$ cat src/mbhr_pkg.sv
// ----------------------------------------------------------------------------
// mbhr_pkg
// Shared types, constants and helpers for the holding-register slave.
// ----------------------------------------------------------------------------
package mbhr_pkg;

    // request payload
    typedef struct packed {
        logic [7:0] rx_byte;
        logic       end_of_frame;
    } req_t;

    // result payload
    typedef struct packed {
        logic [7:0] tx_byte;
        logic       last_byte;
    } rsp_t;

    // configuration register indexes
    localparam logic [4:0] CFG_SLAVE_ADDRESS = 5'd0;
    localparam logic [4:0] CFG_ACTIVE_REGS   = 5'd1;
    localparam logic [4:0] CFG_WP_MASK       = 5'd2;

    // function codes and exception codes
    localparam logic [7:0] FN_READ   = 8'd3;
    localparam logic [7:0] FN_WRITE1 = 8'd6;
    localparam logic [7:0] FN_WRITEN = 8'd16;
    localparam logic [7:0] EX_ADDR   = 8'h02;
    localparam logic [7:0] EX_VALUE  = 8'h03;

    // controller states
    typedef enum logic [3:0] {
        ST_IDLE,
        ST_FETCH,    // read buffer header bytes
        ST_CRC,      // crc over received frame
        ST_CHECK,    // crc compare and decode
        ST_PROT,     // protect scan for write-several
        ST_WRITE,    // write-several data moves
        ST_TX        // emit response bytes
    } state_t;

    // controller to datapath commands
    typedef struct packed {
        logic clear_frame;
        logic hdr_load;
        logic crc_init;
        logic crc_step;
        logic wr_step;
        logic tx_start;
        logic tx_step;
    } cmd_t;

    // one crc byte step, reflected poly 0xA001
    function automatic logic [15:0] crc_byte(input logic [15:0] c_in, input logic [7:0] d);
        logic [15:0] c;
        c = c_in ^ {8'h00, d};
        for (int b = 0; b < 8; b++)
        begin
            c = c[0] ? ((c >> 1) ^ 16'hA001) : (c >> 1);
        end
        return c;
    endfunction

endpackage

$ cat src/mbhr_ctrl.sv
// ----------------------------------------------------------------------------
// mbhr_ctrl
// Frame-end sequencer: steps the datapath through header fetch, crc, checks, write-mask scan, data write and reply.
// ----------------------------------------------------------------------------
module mbhr_ctrl (
    input  logic               clk,
    input  logic               rst_n,
    input  logic               frame_end,
    input  logic               hdr_done,
    input  logic               crc_done,
    input  logic               chk_drop,
    input  logic               chk_scan,
    input  logic               chk_reply,
    input  logic               prot_done,
    input  logic               prot_fail,
    input  logic               wr_done,
    input  logic               tx_done,
    output logic               busy,
    output logic               in_check,
    output logic               in_prot,
    output mbhr_pkg::cmd_t     cmd
);

    mbhr_pkg::state_t state_reg, state_next;

    // state register
    always_ff @(posedge clk or negedge rst_n)
    begin
        if (!rst_n)
        begin
            state_reg <= mbhr_pkg::ST_IDLE;
        end
        else
        begin
            state_reg <= state_next;
        end
    end

    // phase status for the datapath
    assign in_check = (state_reg == mbhr_pkg::ST_CHECK);
    assign in_prot  = (state_reg == mbhr_pkg::ST_PROT);

    // next state and commands
    always_comb
    begin
        state_next = state_reg;
        cmd        = '0;
        busy       = (state_reg != mbhr_pkg::ST_IDLE);
        case (state_reg)
            mbhr_pkg::ST_IDLE:
            begin
                if (frame_end)
                begin
                    state_next = mbhr_pkg::ST_FETCH;
                end
            end
            mbhr_pkg::ST_FETCH:
            begin
                cmd.hdr_load = 1'b1;
                if (hdr_done)
                begin
                    cmd.crc_init = 1'b1;
                    state_next   = mbhr_pkg::ST_CRC;
                end
            end
            mbhr_pkg::ST_CRC:
            begin
                cmd.crc_step = 1'b1;
                if (crc_done)
                begin
                    state_next = mbhr_pkg::ST_CHECK;
                end
            end
            mbhr_pkg::ST_CHECK:
            begin
                if (chk_drop)
                begin
                    cmd.clear_frame = 1'b1;
                    state_next      = mbhr_pkg::ST_IDLE;
                end
                else if (chk_scan)
                begin
                    state_next = mbhr_pkg::ST_PROT;
                end
                else if (chk_reply)
                begin
                    cmd.tx_start = 1'b1;
                    state_next   = mbhr_pkg::ST_TX;
                end
                else
                begin
                    cmd.clear_frame = 1'b1;
                    state_next      = mbhr_pkg::ST_IDLE;
                end
            end
            mbhr_pkg::ST_PROT:
            begin
                if (prot_fail || prot_done)
                begin
                    state_next = prot_fail ? mbhr_pkg::ST_CHECK : mbhr_pkg::ST_WRITE;
                end
            end
            mbhr_pkg::ST_WRITE:
            begin
                cmd.wr_step = 1'b1;
                if (wr_done)
                begin
                    state_next = mbhr_pkg::ST_CHECK;
                end
            end
            mbhr_pkg::ST_TX:
            begin
                cmd.tx_step = 1'b1;
                if (tx_done)
                begin
                    cmd.clear_frame = 1'b1;
                    state_next      = mbhr_pkg::ST_IDLE;
                end
            end
            default:
            begin
                state_next = mbhr_pkg::ST_IDLE;
            end
        endcase
    end

endmodule

$ cat config.mk
export PLATFORM = sky130hd
export DESIGN_NAME = mbhr_ctrl
export DESIGN_NICKNAME = d
export VERILOG_FILES = /design/src/mbhr_pkg.sv /design/src/mbhr_ctrl.sv
export SDC_FILE = /design/constraint.sdc
export NUM_CORES = 1
export LEC_CHECK = 0
export BUFFER_PORTS_ARGS = -buffer_cell sky130_fd_sc_hd__buf_4
export CORE_AREA = 2 2 39 41
export CTS_BUF_LIST = sky130_fd_sc_hd__clkbuf_8 sky130_fd_sc_hd__clkbuf_16
export CTS_CLUSTER_DIAMETER = 30
export DETAILED_ROUTE_END_ITERATION = 7
export DIE_AREA = 0 0 41 43
export MAX_ROUTING_LAYER = met4
export SYNTH_ARGS = -nofsm -noshare
export SYNTH_HDL_FRONTEND = slang
export SYNTH_SLANG_ARGS = --single-unit
export TNS_END_PERCENT = 30
$ cat constraint.sdc
create_clock -name clk -period 1.7 [get_ports clk]
set_clock_uncertainty 0.05 [all_clocks]
set_input_delay 0.085 -clock clk [delete_from_list [all_inputs] [get_ports clk]]
set_output_delay 0.085 -clock clk [all_outputs]
set_load 0.005 [all_outputs]
==> impl_metrics.tcl <==
set metrics [dict create \
    grt_pass1_wl_um 1410 \
    post-route-drc-count 0 \
    place_hpwl_um 704 \
    yosys.area.top_type_share_pct 23.3 \
    io_buffers 21 \
    grt_max_degree 15 \
    area_growth_pct 64.0 \
    coreArea_mm2 0.00138 \
    cts_root_buffer "clkbuf_8" \
    cp_slowest_stage_delay_ns 0.49 \
    cts_tree "done" \
    first_pass_iters 4 \
    hold_violations 0 \
    routabilityCongestion 0.818 \
    status "finished clean" \
    cts_sinks 3 \
    p_leak_nw 0.275 \
    crit_path_start_kind "register" \
    setup_ws_ns 0.157 \
    min_path_type "primary input to register" \
    yosys.area.top_type "dfrtp_1" \
    arrival_ns 1.41 \
    power_uw 750 \
    syn_avg_cell_area_um2 7.69 \
    start_util_pct 23.3 \
    slew_violations 0 \
    cts_buffer_depth 2 \
    powerDensity_mw_per_mm2 1420 \
    yosysWarnings 0 \
    cp-end-kind "output pin" \
    synth.area.top_cells "dfrtp_1 23%, buf_6 7.0%, nor3_1 6.2%" \
    grt_pass1_vias 354 \
    io-pin-count 22 \
    clock_latency_ns 0.21 \
    postCtsSetupBuffers 0 \
    slew_headroom_pct 76.7 \
    wl_um 900 \
    period_share_pct 90.8 \
    synth.distinct_cells 24 \
    rows 14 \
    h-tree-depth 1 \
    cts-buffers-inserted 3 \
    antenna_found_initial 0 \
    post-route-min-period_ns 1.54 \
    cap_violations 0 \
    largest_reg_flops 3 \
    syn_area_um2 323 \
    crit_type "register to output pin" \
    cp_max_fo 14 \
    synth_nets 54 \
    overflow 0 \
    whs_ns 0.0883 \
    max_freq_ghz 0.648 \
    tightestPinTransition_ns 0.350 \
    rsz0062_at_grt "false" \
    via_count 397 \
    finalSetupViolCount 0 \
    tns_ns 0 \
    drtAntennaViolNets 0 \
    ys_ff_latch 3 \
    wire_per_inst_um 11.1 \
    dieArea_mm2 0.00176 \
    drive_gt1_share_pct 43.1 \
    pre_cts_ws_ns 0.282 \
    critical_path.slowest_cell "dfrtp_1" \
    clkTransAtPathRegs_ns 0.03 \
    crit_chain "nand3b_1, nor4b_1, buf_4" \
    drt_iter0_drc 15 \
    n_antenna_cell 0 \
    via_per_inst 4.90 \
    nets 78 \
    required_ns 1.56 \
    dieHeight_um 43 \
    vdd_drop_max_v 0.000720 \
    grtUsageTotal_pct 12.2 \
    syn_inst 42 \
    seq_area_frac_synth_pct 23.3 \
    die_w_um 41 \
]
repair_timing:
item                                    in CTS  in global routing
endpoints found under the hold margin        3                  0
hold buffers                                 1                  0
endpoints found under the setup margin       0                  1
resized for setup                            0                  1
Yosys cell counts:
cell,n
or3b_1,1
and2_1,1
buf_2,1
nor2_1,5
a211o_1,2
o31ai_1,1
nand2_1,1
nand3b_1,1
inv_1,4
dfrtp_1,3
or3_2,1
o32ai_1,1
o211ai_1,1
nor3_1,4
a31oi_1,1
nand2b_1,2
nor4b_1,2
or3_1,1
nor3b_1,1
a22o_1,1
a21oi_1,2
buf_6,2
and3_2,2
o21bai_1,1
worst max-delay path, delay by kind of cell (launching register included):
family	cells	cell delay, ns
buf+inv	1	0.16
simple gates	2	0.55
flops	1	0.49
metal layers:
| metal | share of wire (%) | up-vias | GRT usage (%) |
|---|---|---|---|
| met2 | 54 | 8 | 19.1 |
| met3 | 4.8 | 2 | 2.09 |
| met5 | 0 | - | - |
| li1 | - | 200 | - |
| met1 | 39 | 187 | 13.4 |
| met4 | 1.7 | 0 | 8.00 |
path summary, 6_finish.rpt:
path                       slack (ns)                startpoint                        to  cells past startpoint
hold reg to reg                  0.63  state_reg[1]$_DFFE_PN0P_  state_reg[0]$_DFFE_PN0P_                      1
setup reg to reg                 0.34  state_reg[2]$_DFFE_PN0P_  state_reg[0]$_DFFE_PN0P_                      3
hold / removal                   0.09                  crc_done  state_reg[0]$_DFFE_PN0P_                      3
min in group asynchronous        0.15                     rst_n  state_reg[0]$_DFFE_PN0P_                      2
setup / recovery                 0.16  state_reg[2]$_DFFE_PN0P_                    cmd[1]                      3
max in group asynchronous        1.35                     rst_n  state_reg[0]$_DFFE_PN0P_                      2
stage by stage:
stage | instances | util [%] | instance area, um^2
after floorplan | 42 | - | 323
after global placement | 76 | 34.2 | 473
after detailed placement | 76 | 34.2 | 473
after CTS | 81 | 38.2 | 528
after global routing | 81 | 38.2 | 529
final | 81 | 38.2 | 529
cell families (layout without fill, tap and decap cells):
logic type | count (synthesis) | count (layout) | share of synthesized area (%)
buffers and inverters | 7 | 30 | 13.2
AO/OA/AOI/OAI | 10 | 10 | 22.9
AND/OR/NAND/NOR | 22 | 22 | 40.7
flip-flops | 3 | 3 | 23.3
cell type report:
| type | instances | area (um^2) |
|---|---|---|
| clock buffers | 3 | 41.3 |
| clock inverters | 1 | 3.75 |
| fillers | 148 | 855 |
| inverters | 4 | 15.0 |
| multi-input cells | 32 | 205 |
| flip-flops and latches | 3 | 76.3 |
| well taps | 16 | 20.0 |
| repair buffers | 22 | 168 |
where the power goes:
part	switching [mW]	total (mW)	internal [mW]
logic	0.150	0.362	0.212
clock network	0.0451	0.199	0.154
registers	0.0845	0.190	0.105
total	0.280	0.750	0.470
placed cells by master, fill, tap and decap left out:
cell type / instances
nor3_1: 4
nor3b_1: 1
a211o_1: 2
inv_1: 5
o21bai_1: 1
dfrtp_2: 1
o32ai_1: 1
nand3b_1: 1
and3_2: 2
nand2_1: 1
nand2b_1: 2
a21oi_1: 2
and2_1: 1
clkbuf_8: 3
or3_1: 1
o211ai_1: 1
nor2_1: 5
a22o_1: 1
a31oi_1: 1
dfrtp_1: 2
buf_4: 21
dlygate4sd3_1: 1
or3b_1: 1
nor4b_1: 2
o31ai_1: 1
or3_2: 1
Power figures use the tool's default switching activity.
