<file path="config.mk">
export PLATFORM = sky130hd
export DESIGN_NAME = mbhr_datapath
export DESIGN_NICKNAME = d
export VERILOG_FILES = /design/src/mbhr_pkg.sv /design/src/mbhr_datapath.sv
export SDC_FILE = /design/constraint.sdc
export NUM_CORES = 2
export LEC_CHECK = 0
export ABC_AREA = 1
export BUFFER_PORTS_ARGS = -buffer_cell sky130_fd_sc_hd__clkbuf_2
export CAP_MARGIN = 20
export CORE_UTILIZATION = 54
export DETAILED_ROUTE_END_ITERATION = 16
export PLACE_DENSITY = 0.7
export SLEW_MARGIN = 10
export SYNTH_ARGS = -nofsm -noshare
export SYNTH_HDL_FRONTEND = slang
export SYNTH_SLANG_ARGS = --single-unit
</file>
<file path="constraint.sdc">
create_clock -name clk -period 10.65 [get_ports clk]
set_input_delay 1.5975 -clock clk [delete_from_list [all_inputs] [get_ports clk]]
set_output_delay 1.5975 -clock clk [all_outputs]
set_load 0.05 [all_outputs]
</file>
<file path="src/mbhr_pkg.sv">
// ----------------------------------------------------------------------------
// mbhr_pkg
// Shared types, constants and helpers for the holding-register slave.
// ----------------------------------------------------------------------------
package mbhr_pkg;

    // request payload
    typedef struct packed {
        logic [7:0] rx_byte;
        logic       end_of_frame;
    } req_t;

    // result payload
    typedef struct packed {
        logic [7:0] tx_byte;
        logic       last_byte;
    } rsp_t;

    // configuration register indexes
    localparam logic [4:0] CFG_SLAVE_ADDRESS = 5'd0;
    localparam logic [4:0] CFG_ACTIVE_REGS   = 5'd1;
    localparam logic [4:0] CFG_WP_MASK       = 5'd2;

    // function codes and exception codes
    localparam logic [7:0] FN_READ   = 8'd3;
    localparam logic [7:0] FN_WRITE1 = 8'd6;
    localparam logic [7:0] FN_WRITEN = 8'd16;
    localparam logic [7:0] EX_ADDR   = 8'h02;
    localparam logic [7:0] EX_VALUE  = 8'h03;

    // controller states
    typedef enum logic [3:0] {
        ST_IDLE,
        ST_FETCH,    // read buffer header bytes
        ST_CRC,      // crc over received frame
        ST_CHECK,    // crc compare and decode
        ST_PROT,     // protect scan for write-several
        ST_WRITE,    // write-several data moves
        ST_TX        // emit response bytes
    } state_t;

    // controller to datapath commands
    typedef struct packed {
        logic clear_frame;
        logic hdr_load;
        logic crc_init;
        logic crc_step;
        logic wr_step;
        logic tx_start;
        logic tx_step;
    } cmd_t;

    // one crc byte step, reflected poly 0xA001
    function automatic logic [15:0] crc_byte(input logic [15:0] c_in, input logic [7:0] d);
        logic [15:0] c;
        c = c_in ^ {8'h00, d};
        for (int b = 0; b < 8; b++)
        begin
            c = c[0] ? ((c >> 1) ^ 16'hA001) : (c >> 1);
        end
        return c;
    endfunction

endpackage

</file>
<file path="src/mbhr_datapath.sv">
// ----------------------------------------------------------------------------
// mbhr_datapath
// Receive buffer, register table, crc unit, request checks and reply bytes.
// ----------------------------------------------------------------------------
module mbhr_datapath #(
    parameter int MAX_REGISTERS = 16,
    parameter int RX_DEPTH      = 64
) (
    input  logic                clk,
    input  logic                rst_n,
    input  logic                rx_valid,
    input  mbhr_pkg::req_t      rx,
    input  logic [7:0]          slave_address,
    input  logic [4:0]          active_registers,
    input  logic [15:0]         write_protect_mask,
    input  mbhr_pkg::cmd_t      cmd,
    input  logic                in_prot,
    input  logic                in_check,
    output logic                frame_end,
    output logic                hdr_done,
    output logic                crc_done,
    output logic                chk_drop,
    output logic                chk_scan,
    output logic                chk_reply,
    output logic                prot_done,
    output logic                prot_fail,
    output logic                wr_done,
    output logic                tx_done,
    output logic                tx_valid,
    output mbhr_pkg::rsp_t      tx
);

    localparam int AW = $clog2(RX_DEPTH);
    localparam int CW = $clog2(RX_DEPTH + 1);
    localparam int RW = (MAX_REGISTERS > 1) ? $clog2(MAX_REGISTERS) : 1;

    // receive buffer memory
    logic [7:0]    rxmem [RX_DEPTH];
    logic [7:0]    rd_data_reg;
    logic [AW-1:0] rd_addr;
    logic [CW-1:0] rx_count_reg;
    logic          rx_ovf_reg;

    always_ff @(posedge clk)
    begin
        if (rx_valid && rx_count_reg < CW'(RX_DEPTH))
        begin
            rxmem[rx_count_reg[AW-1:0]] <= rx.rx_byte;
        end
        rd_data_reg <= rxmem[rd_addr];
    end

    // fill count and overflow flag
    always_ff @(posedge clk or negedge rst_n)
    begin
        if (!rst_n)
        begin
            rx_count_reg <= '0;
            rx_ovf_reg   <= 1'b0;
        end
        else if (cmd.clear_frame)
        begin
            rx_count_reg <= '0;
            rx_ovf_reg   <= 1'b0;
        end
        else if (rx_valid)
        begin
            if (rx_count_reg < CW'(RX_DEPTH))
            begin
                rx_count_reg <= rx_count_reg + 1'b1;
            end
            else
            begin
                rx_ovf_reg <= 1'b1;
            end
        end
    end

    assign frame_end = rx_valid && rx.end_of_frame;

    // sequencing pointer for header, crc and data walks
    logic [CW:0]   ptr_reg;
    logic [CW:0]   ptr_d1_reg;
    logic          ptr_vld_reg;
    logic [7:0]    hdr_reg [7];
    logic [15:0]   crc_reg;
    logic [7:0]    crc_lo_reg, crc_hi_reg;
    logic [7:0]    wr_hi_reg;
    logic [RW-1:0] wr_idx_reg;

    // header fetch reads bytes 0..6, crc walk reads 0..n-1
    always_comb
    begin
        rd_addr = ptr_reg[AW-1:0];
    end

    assign hdr_done = cmd.hdr_load && ptr_vld_reg && (ptr_d1_reg == (CW+1)'(6));
    assign crc_done = cmd.crc_step && ptr_vld_reg
                      && (ptr_d1_reg + 1'b1 == {1'b0, rx_count_reg});

    logic [CW:0] wr_last;
    assign wr_last = (CW+1)'(7) + (CW+1)'({hdr_reg[6]} & 8'hFE) - 1'b1;

    // walk pointer and header capture
    always_ff @(posedge clk or negedge rst_n)
    begin
        if (!rst_n)
        begin
            ptr_reg     <= '0;
            ptr_d1_reg  <= '0;
            ptr_vld_reg <= 1'b0;
        end
        else if (cmd.hdr_load && !hdr_done)
        begin
            ptr_reg     <= ptr_reg + 1'b1;
            ptr_d1_reg  <= ptr_reg;
            ptr_vld_reg <= 1'b1;
        end
        else if (cmd.crc_init)
        begin
            ptr_reg     <= '0;
            ptr_vld_reg <= 1'b0;
        end
        else if (cmd.crc_step || cmd.wr_step)
        begin
            ptr_reg     <= ptr_reg + 1'b1;
            ptr_d1_reg  <= ptr_reg;
            ptr_vld_reg <= 1'b1;
        end
        else
        begin
            // data walk starts at byte 7, header fetch at byte 0
            ptr_reg     <= in_prot ? (CW+1)'(7) : '0;
            ptr_vld_reg <= 1'b0;
        end
    end

    always_ff @(posedge clk)
    begin
        if (cmd.hdr_load && ptr_vld_reg && ptr_d1_reg < (CW+1)'(7))
        begin
            hdr_reg[ptr_d1_reg[2:0]] <= rd_data_reg;
        end
        if (cmd.crc_init)
        begin
            crc_reg <= 16'hFFFF;
        end
        else if (cmd.crc_step && ptr_vld_reg)
        begin
            // last two bytes are the received crc, low first
            if (ptr_d1_reg + 2'd2 == {1'b0, rx_count_reg})
            begin
                crc_lo_reg <= rd_data_reg;
            end
            else if (ptr_d1_reg + 1'b1 == {1'b0, rx_count_reg})
            begin
                crc_hi_reg <= rd_data_reg;
            end
            else
            begin
                crc_reg <= mbhr_pkg::crc_byte(crc_reg, rd_data_reg);
            end
        end
    end

    // request decode
    logic [7:0]  func;
    logic        bcast;
    logic [15:0] first, count;
    logic [4:0]  eff;
    logic [16:0] span;
    logic        len_ok, crc_ok, fn_ok;
    assign func  = hdr_reg[1];
    assign bcast = (hdr_reg[0] == 8'h00);
    assign first = {hdr_reg[2], hdr_reg[3]};
    assign count = {hdr_reg[4], hdr_reg[5]};
    assign eff   = (active_registers > 5'(MAX_REGISTERS)) ? 5'(MAX_REGISTERS) : active_registers;
    assign span  = {1'b0, first} + {1'b0, count};
    assign fn_ok = (func == mbhr_pkg::FN_READ) || (func == mbhr_pkg::FN_WRITE1)
                   || (func == mbhr_pkg::FN_WRITEN);
    always_comb
    begin
        if (func == mbhr_pkg::FN_WRITEN)
        begin
            len_ok = ({1'b0, rx_count_reg} >= (CW+1)'(7))
                     && (16'(rx_count_reg) == 16'd9 + 16'(hdr_reg[6]));
        end
        else
        begin
            len_ok = ({1'b0, rx_count_reg} == (CW+1)'(8));
        end
    end
    assign crc_ok = (crc_reg == {crc_hi_reg, crc_lo_reg});

    logic range_bad;
    assign range_bad = (count > {11'd0, eff}) || (first >= {11'd0, eff})
                       || (span > {12'd0, eff});

    // check outcome flags, scanned_reg and written_reg mark return after scan or write
    logic scanned_reg, written_reg, prot_bad_reg;
    logic        is_exc;
    logic [7:0]  exc_code;
    logic        do_w6;
    always_comb
    begin
        is_exc   = 1'b0;
        exc_code = mbhr_pkg::EX_ADDR;
        do_w6    = 1'b0;
        case (func)
            mbhr_pkg::FN_READ:
            begin
                if (count == 16'd0)
                begin
                    is_exc   = 1'b1;
                    exc_code = mbhr_pkg::EX_VALUE;
                end
                else if (range_bad)
                begin
                    is_exc = 1'b1;
                end
            end
            mbhr_pkg::FN_WRITE1:
            begin
                if (first >= {11'd0, eff} || (first < 16'd16 && write_protect_mask[first[3:0]]))
                begin
                    is_exc = 1'b1;
                end
                else
                begin
                    do_w6 = 1'b1;
                end
            end
            default:
            begin
                if (hdr_reg[6] == 8'd0 || count == 16'd0 || count != {9'd0, hdr_reg[6][7:1]})
                begin
                    is_exc   = 1'b1;
                    exc_code = mbhr_pkg::EX_VALUE;
                end
                else if (range_bad || prot_bad_reg)
                begin
                    is_exc = 1'b1;
                end
            end
        endcase
    end

    logic valid_frame;
    assign valid_frame = !rx_ovf_reg && ({1'b0, rx_count_reg} >= (CW+1)'(2)) && fn_ok
                         && len_ok && crc_ok;
    // broadcasts end quietly, an error-free write-several one only after its data is written
    assign chk_drop  = in_check && (!valid_frame
                       || (bcast && (is_exc || func != mbhr_pkg::FN_WRITEN || written_reg)));
    assign chk_scan  = in_check && valid_frame && !chk_drop && func == mbhr_pkg::FN_WRITEN
                       && !is_exc && !scanned_reg;
    assign chk_reply = in_check && valid_frame && !chk_drop
                       && (is_exc || func != mbhr_pkg::FN_WRITEN || written_reg);

    // protect scan, one register a cycle
    logic [4:0] scan_reg;
    logic [4:0] scan_end;
    assign scan_end  = 5'(first[4:0] + count[4:0]);
    assign prot_fail = in_prot && write_protect_mask[scan_reg[3:0]];
    assign prot_done = in_prot && (scan_reg + 1'b1 == scan_end);

    // register table
    logic [15:0] regs_reg [MAX_REGISTERS];
    logic        wr_lo;
    assign wr_lo   = ptr_vld_reg && ptr_d1_reg[0] == 1'b0;
    assign wr_done = cmd.wr_step && ptr_vld_reg && ptr_d1_reg == wr_last;

    always_ff @(posedge clk or negedge rst_n)
    begin
        if (!rst_n)
        begin
            for (int i = 0; i < MAX_REGISTERS; i++)
            begin
                regs_reg[i] <= '0;
            end
            scanned_reg  <= 1'b0;
            written_reg  <= 1'b0;
            prot_bad_reg <= 1'b0;
            scan_reg     <= '0;
            wr_idx_reg   <= '0;
            wr_hi_reg    <= '0;
        end
        else
        begin
            if (cmd.clear_frame)
            begin
                scanned_reg  <= 1'b0;
                written_reg  <= 1'b0;
                prot_bad_reg <= 1'b0;
            end
            if (in_check)
            begin
                scan_reg   <= first[4:0];
                wr_idx_reg <= RW'(first);
                if (do_w6 && valid_frame && !written_reg)
                begin
                    regs_reg[RW'(first)] <= count;
                    if (!cmd.clear_frame)
                    begin
                        written_reg <= 1'b1;
                    end
                end
            end
            if (in_prot)
            begin
                scan_reg <= scan_reg + 1'b1;
                if (prot_fail)
                begin
                    prot_bad_reg <= 1'b1;
                    scanned_reg  <= 1'b1;
                end
                else if (prot_done)
                begin
                    scanned_reg <= 1'b1;
                end
            end
            if (cmd.wr_step && ptr_vld_reg)
            begin
                if (!wr_lo)
                begin
                    wr_hi_reg <= rd_data_reg;
                end
                else
                begin
                    regs_reg[wr_idx_reg] <= {wr_hi_reg, rd_data_reg};
                    wr_idx_reg           <= RW'(wr_idx_reg + 1'b1);
                end
                if (wr_done)
                begin
                    written_reg <= 1'b1;
                end
            end
        end
    end

    // response generator
    logic [5:0]  tx_idx_reg, tx_len_reg;
    logic        tx_on_reg, tx_exc_reg;
    logic [7:0]  tx_code_reg;
    logic [15:0] tx_crc_reg;
    logic [7:0]  body;
    logic [4:0]  ridx;
    logic [15:0] rval;
    logic [5:0]  k;
    assign k    = tx_idx_reg - 6'd3;
    assign ridx = 5'(first[4:0] + {1'b0, k[5:1]});
    assign rval = regs_reg[RW'(ridx)];
    always_comb
    begin
        body = 8'h00;
        if (tx_idx_reg == 6'd0)
        begin
            body = slave_address;
        end
        else if (tx_exc_reg)
        begin
            body = (tx_idx_reg == 6'd1) ? (func | 8'h80) : tx_code_reg;
        end
        else if (func == mbhr_pkg::FN_READ)
        begin
            if (tx_idx_reg == 6'd1)
            begin
                body = func;
            end
            else if (tx_idx_reg == 6'd2)
            begin
                body = {count[6:0], 1'b0};
            end
            else
            begin
                body = k[0] ? rval[7:0] : rval[15:8];
            end
        end
        else if (tx_idx_reg < 6'd7)
        begin
            body = hdr_reg[tx_idx_reg[2:0]];
        end
    end

    logic [7:0] tx_byte_c;
    always_comb
    begin
        if (tx_idx_reg == tx_len_reg)
        begin
            tx_byte_c = tx_crc_reg[7:0];
        end
        else if (tx_idx_reg == tx_len_reg + 1'b1)
        begin
            tx_byte_c = tx_crc_reg[15:8];
        end
        else
        begin
            tx_byte_c = body;
        end
    end
    assign tx_done = tx_on_reg && (tx_idx_reg == tx_len_reg + 1'b1);

    always_ff @(posedge clk or negedge rst_n)
    begin
        if (!rst_n)
        begin
            tx_on_reg   <= 1'b0;
            tx_idx_reg  <= '0;
            tx_len_reg  <= '0;
            tx_exc_reg  <= 1'b0;
            tx_code_reg <= '0;
            tx_crc_reg  <= '0;
            tx_valid    <= 1'b0;
            tx          <= '0;
        end
        else
        begin
            tx_valid <= cmd.tx_step && tx_on_reg && !cmd.tx_start;
            if (cmd.tx_start)
            begin
                tx_on_reg   <= 1'b1;
                tx_idx_reg  <= '0;
                tx_exc_reg  <= is_exc;
                tx_code_reg <= exc_code;
                tx_crc_reg  <= 16'hFFFF;
                if (is_exc)
                begin
                    tx_len_reg <= 6'd3;
                end
                else if (func == mbhr_pkg::FN_READ)
                begin
                    tx_len_reg <= 6'd3 + {count[4:0], 1'b0};
                end
                else
                begin
                    tx_len_reg <= 6'd6;
                end
            end
            else if (cmd.tx_step && tx_on_reg)
            begin
                tx.tx_byte   <= tx_byte_c;
                tx.last_byte <= tx_done;
                tx_idx_reg   <= tx_idx_reg + 1'b1;
                if (tx_idx_reg < tx_len_reg)
                begin
                    tx_crc_reg <= mbhr_pkg::crc_byte(tx_crc_reg, body);
                end
                if (tx_done)
                begin
                    tx_on_reg <= 1'b0;
                end
            end
        end
    end

endmodule
</file>
==> impl_metrics.env <==
export IMPL_cts_root_buf="clkbuf_16"
export IMPL_rsz0062_at_grt="false"
export IMPL_reg2reg_setup_slack_ns=4.95
export IMPL_finalMaxSlewViolations=0
export IMPL_required_ns=9.05
export IMPL_diodes=0
export IMPL_die_x_um=298
export IMPL_ir_drop_mv=0.182
export IMPL_cp_end_kind="primary output"
export IMPL_design_area_um2=51800
export IMPL_timing_rr_end="tx_crc_reg[0]$_DFFE_PN0P_"
export IMPL_finClkSkew_ns=0.0313
export IMPL_ctsResizeCount=0
export IMPL_clk_latency_ns=0.69
export IMPL_drt_total_wl_um=137000
export IMPL_synth_area_top_cells="edfxtp_1 (37%), dfrtp_1 (18%), nand2_1 (6.6%)"
export IMPL_avgSynthCellArea_um2=9.16
export IMPL_yosysTopAreaCellShare=0.374
export IMPL_syn_area_um2=47500
export IMPL_critPathLaunchType="flip-flop"
export IMPL_arrival_ns=5.98
export IMPL_hold_depth=2
export IMPL_htree_levels=3
export IMPL_nFillCells=7352
export IMPL_dpl_hpwl_um=84600
export IMPL_ys_seq_area_frac=0.565
export IMPL_cts_setup_buffers=0
export IMPL_drt_iter0_markers=4365
export IMPL_start_util=0.546
export IMPL_grt_pass1_wl_um=211000
export IMPL_core_area_um2=86900
export IMPL_via_per_inst=6.00
export IMPL_grt_util_all_layers=0.306
export IMPL_overflow=0
export IMPL_gp_congestion=0.982
export IMPL_whs_ns=0.456
export IMPL_synth_most_common_cell="nand2_1"
export IMPL_fp_row_count=108
export IMPL_synth_area_leader_cell="edfxtp_1"
export IMPL_antenna_left=0
export IMPL_relSlewSlack=0.290
export IMPL_synth_edf_count=592
export IMPL_min_period_over_period=0.712
export IMPL_powerDensity_nw_per_um2=241
export IMPL_place_inst=6127
export IMPL_cts_sinks=959
export IMPL_place_area_um2=48400
export IMPL_leakage_nw=21.2
export IMPL_ios=70
export IMPL_first_pass_iters=7
export IMPL_wl_per_cell_um=21.8
export IMPL_min_to="tx_code_reg[1]$_DFFE_PN0P_"
export IMPL_hp_class="flip-flop to flip-flop"
export IMPL_tritoncts="built"
export IMPL_power_mw=12.5
export IMPL_largest_reg_flops=512
export IMPL_numCtsBuffers=100
export IMPL_criticalPathCategory="flip-flop to primary output"
export IMPL_syn_to_final_growth_pct=9.06
export IMPL_final_hold_viol_count=0
export IMPL_antenna_found_initial=2
export IMPL_synth_ff_type="edfxtp_1"
export IMPL_synth_fp_nets=5297
export IMPL_cp_max_fo=20
export IMPL_drive_gt1_frac=0.0693
export IMPL_drc=0
export IMPL_synth_ff_latch_count=959
export IMPL_ys_types=67
export IMPL_r2r_cells=31
export IMPL_hp_start="tx_code_reg[1]$_DFFE_PN0P_"
export IMPL_die_h_um=298
export IMPL_dieArea_um2=89100
export IMPL_finalSetupViolations=0
export IMPL_grt_max_degree=202
export IMPL_dr_total_vias=37873
export IMPL_cts_hold_buf=0
export IMPL_portBuffers=69
export IMPL_clockBufferDepth=3
export IMPL_status="finished, final reports clean"
export IMPL_grt_pass1_vias=35549
export IMPL_path_clk_slew_ns=0.07
export IMPL_yosys_warnings=0
export IMPL_synth_common_cells="nand2_1 (832), nor2_1 (628), o21ai_0 (619)"
export IMPL_min_period_ns=7.58
export IMPL_fin_setup_tns_ns=0
export IMPL_max_slew_worst_pin_slew_ns=1.06
export IMPL_synthCells=5180
export IMPL_nets=5191
export IMPL_async_reset_ff_frac=0.358
export IMPL_fin_cells=6310
export IMPL_maxCapViolations=0
export IMPL_r2r_start="tx_idx_reg[2]$_DFFE_PN0P_"
export IMPL_fmax_mhz=132
==> layout by cell type (no fill, tap or decap), drive strengths merged, types with 7 or more instances in the layout <==
master  instances
a22oi           7
dfxtp          24
ha             65
inv           508
clkinv         57
edfxtp        592
mux2            8
bufinv         12
o22ai         177
nand2         848
nor4           21
a21oi          99
dfrtp         343
nand4          20
a211oi          7
xor2           54
or2             8
a31oi          12
nor2          630
nand3         223
o21ai         753
buf            74
clkbuf        197
o32ai          17
o211ai        290
xnor2          34
nor3           31
==> routing by layer <==
metal  routed length (µm)  vias up  GRT usage
met5                   22        -          0
met4                 6330        4      0.141
met3                11100      333     0.0506
met2                64000     1738      0.487
met1                55900    18179      0.414
li1                     -    17619          -
==> logic make-up (layout without fill, tap and decap cells) <==
family,count (synthesis),after routing,share of synthesized area
mux,8,8,0.00190
fa+ha+maj,67,67,0.0180
xor+xnor,88,88,0.0166
simple gates,1793,1793,0.154
flops,959,959,0.565
compound gates,1387,1387,0.171
buf+inv,878,853,0.0734
==> area by class of cell <==
cell class / count / area (µm²) / share of cell area
Multi-Input combinational cell: 3343 / 17200 / 0.332
Timing Repair Buffer: 142 / 948 / 0.0183
Sequential cell: 959 / 26800 / 0.519
Inverter: 528 / 1990 / 0.0385
Clock inverter: 54 / 663 / 0.0128
Tap cell: 1155 / 1450 / 0.0279
Clock buffer: 129 / 2700 / 0.0521
==> critical path, stage by stage, from the launching register on <==
cell	delay [ns]
edfxtp_1	0.53
clkinv_1	0.70
fa_1	0.73
nor2_1	0.15
a211oi_1	0.08
xor2_1	0.29
ha_1	0.32
a21oi_1	0.17
o221ai_1	0.11
o21ai_0	0.12
o211a_1	0.20
nand4_1	0.07
nor3_1	0.25
nand2_1	0.08
a21boi_1	0.18
nand2_1	0.24
nor2_1	0.22
nand2_1	0.09
a21oi_1	0.21
nand2_1	0.07
nor3_1	0.15
clkbuf_2	0.31
==> worst max path at each step <==
stage          cells after the start  slack, ns       end                    start
6_report                          21       3.07  chk_scan  hdr_reg[5][1]$_DFFE_PP_
5_1_grt                           21       2.73  chk_scan  hdr_reg[5][1]$_DFFE_PP_
4_1_cts                           21       3.10  chk_scan  hdr_reg[5][1]$_DFFE_PP_
3_5_place_dp                      20       3.52  chk_scan      active_registers[0]
3_3_place_gp                      21       3.60  chk_scan      active_registers[0]
2_1_floorplan                     17       3.76  chk_scan      active_registers[0]
==> report_power, final <==
part	internal, mW	total, mW	switching (mW)
clock	2.09	3.59	1.50
combinational	1.29	3.79	2.50
sequential	4.62	5.10	0.481
total	8.00	12.5	4.48
==> metrics by stage <==
step,util,setup WS [ns]
2_1_floorplan,-,3.76
3_3_place_gp,0.557,3.60
4_1_cts,0.596,3.10
6_report,0.596,3.07
5_1_grt,0.596,2.73
3_5_place_dp,0.557,3.52
Power figures use the tool's default switching activity.
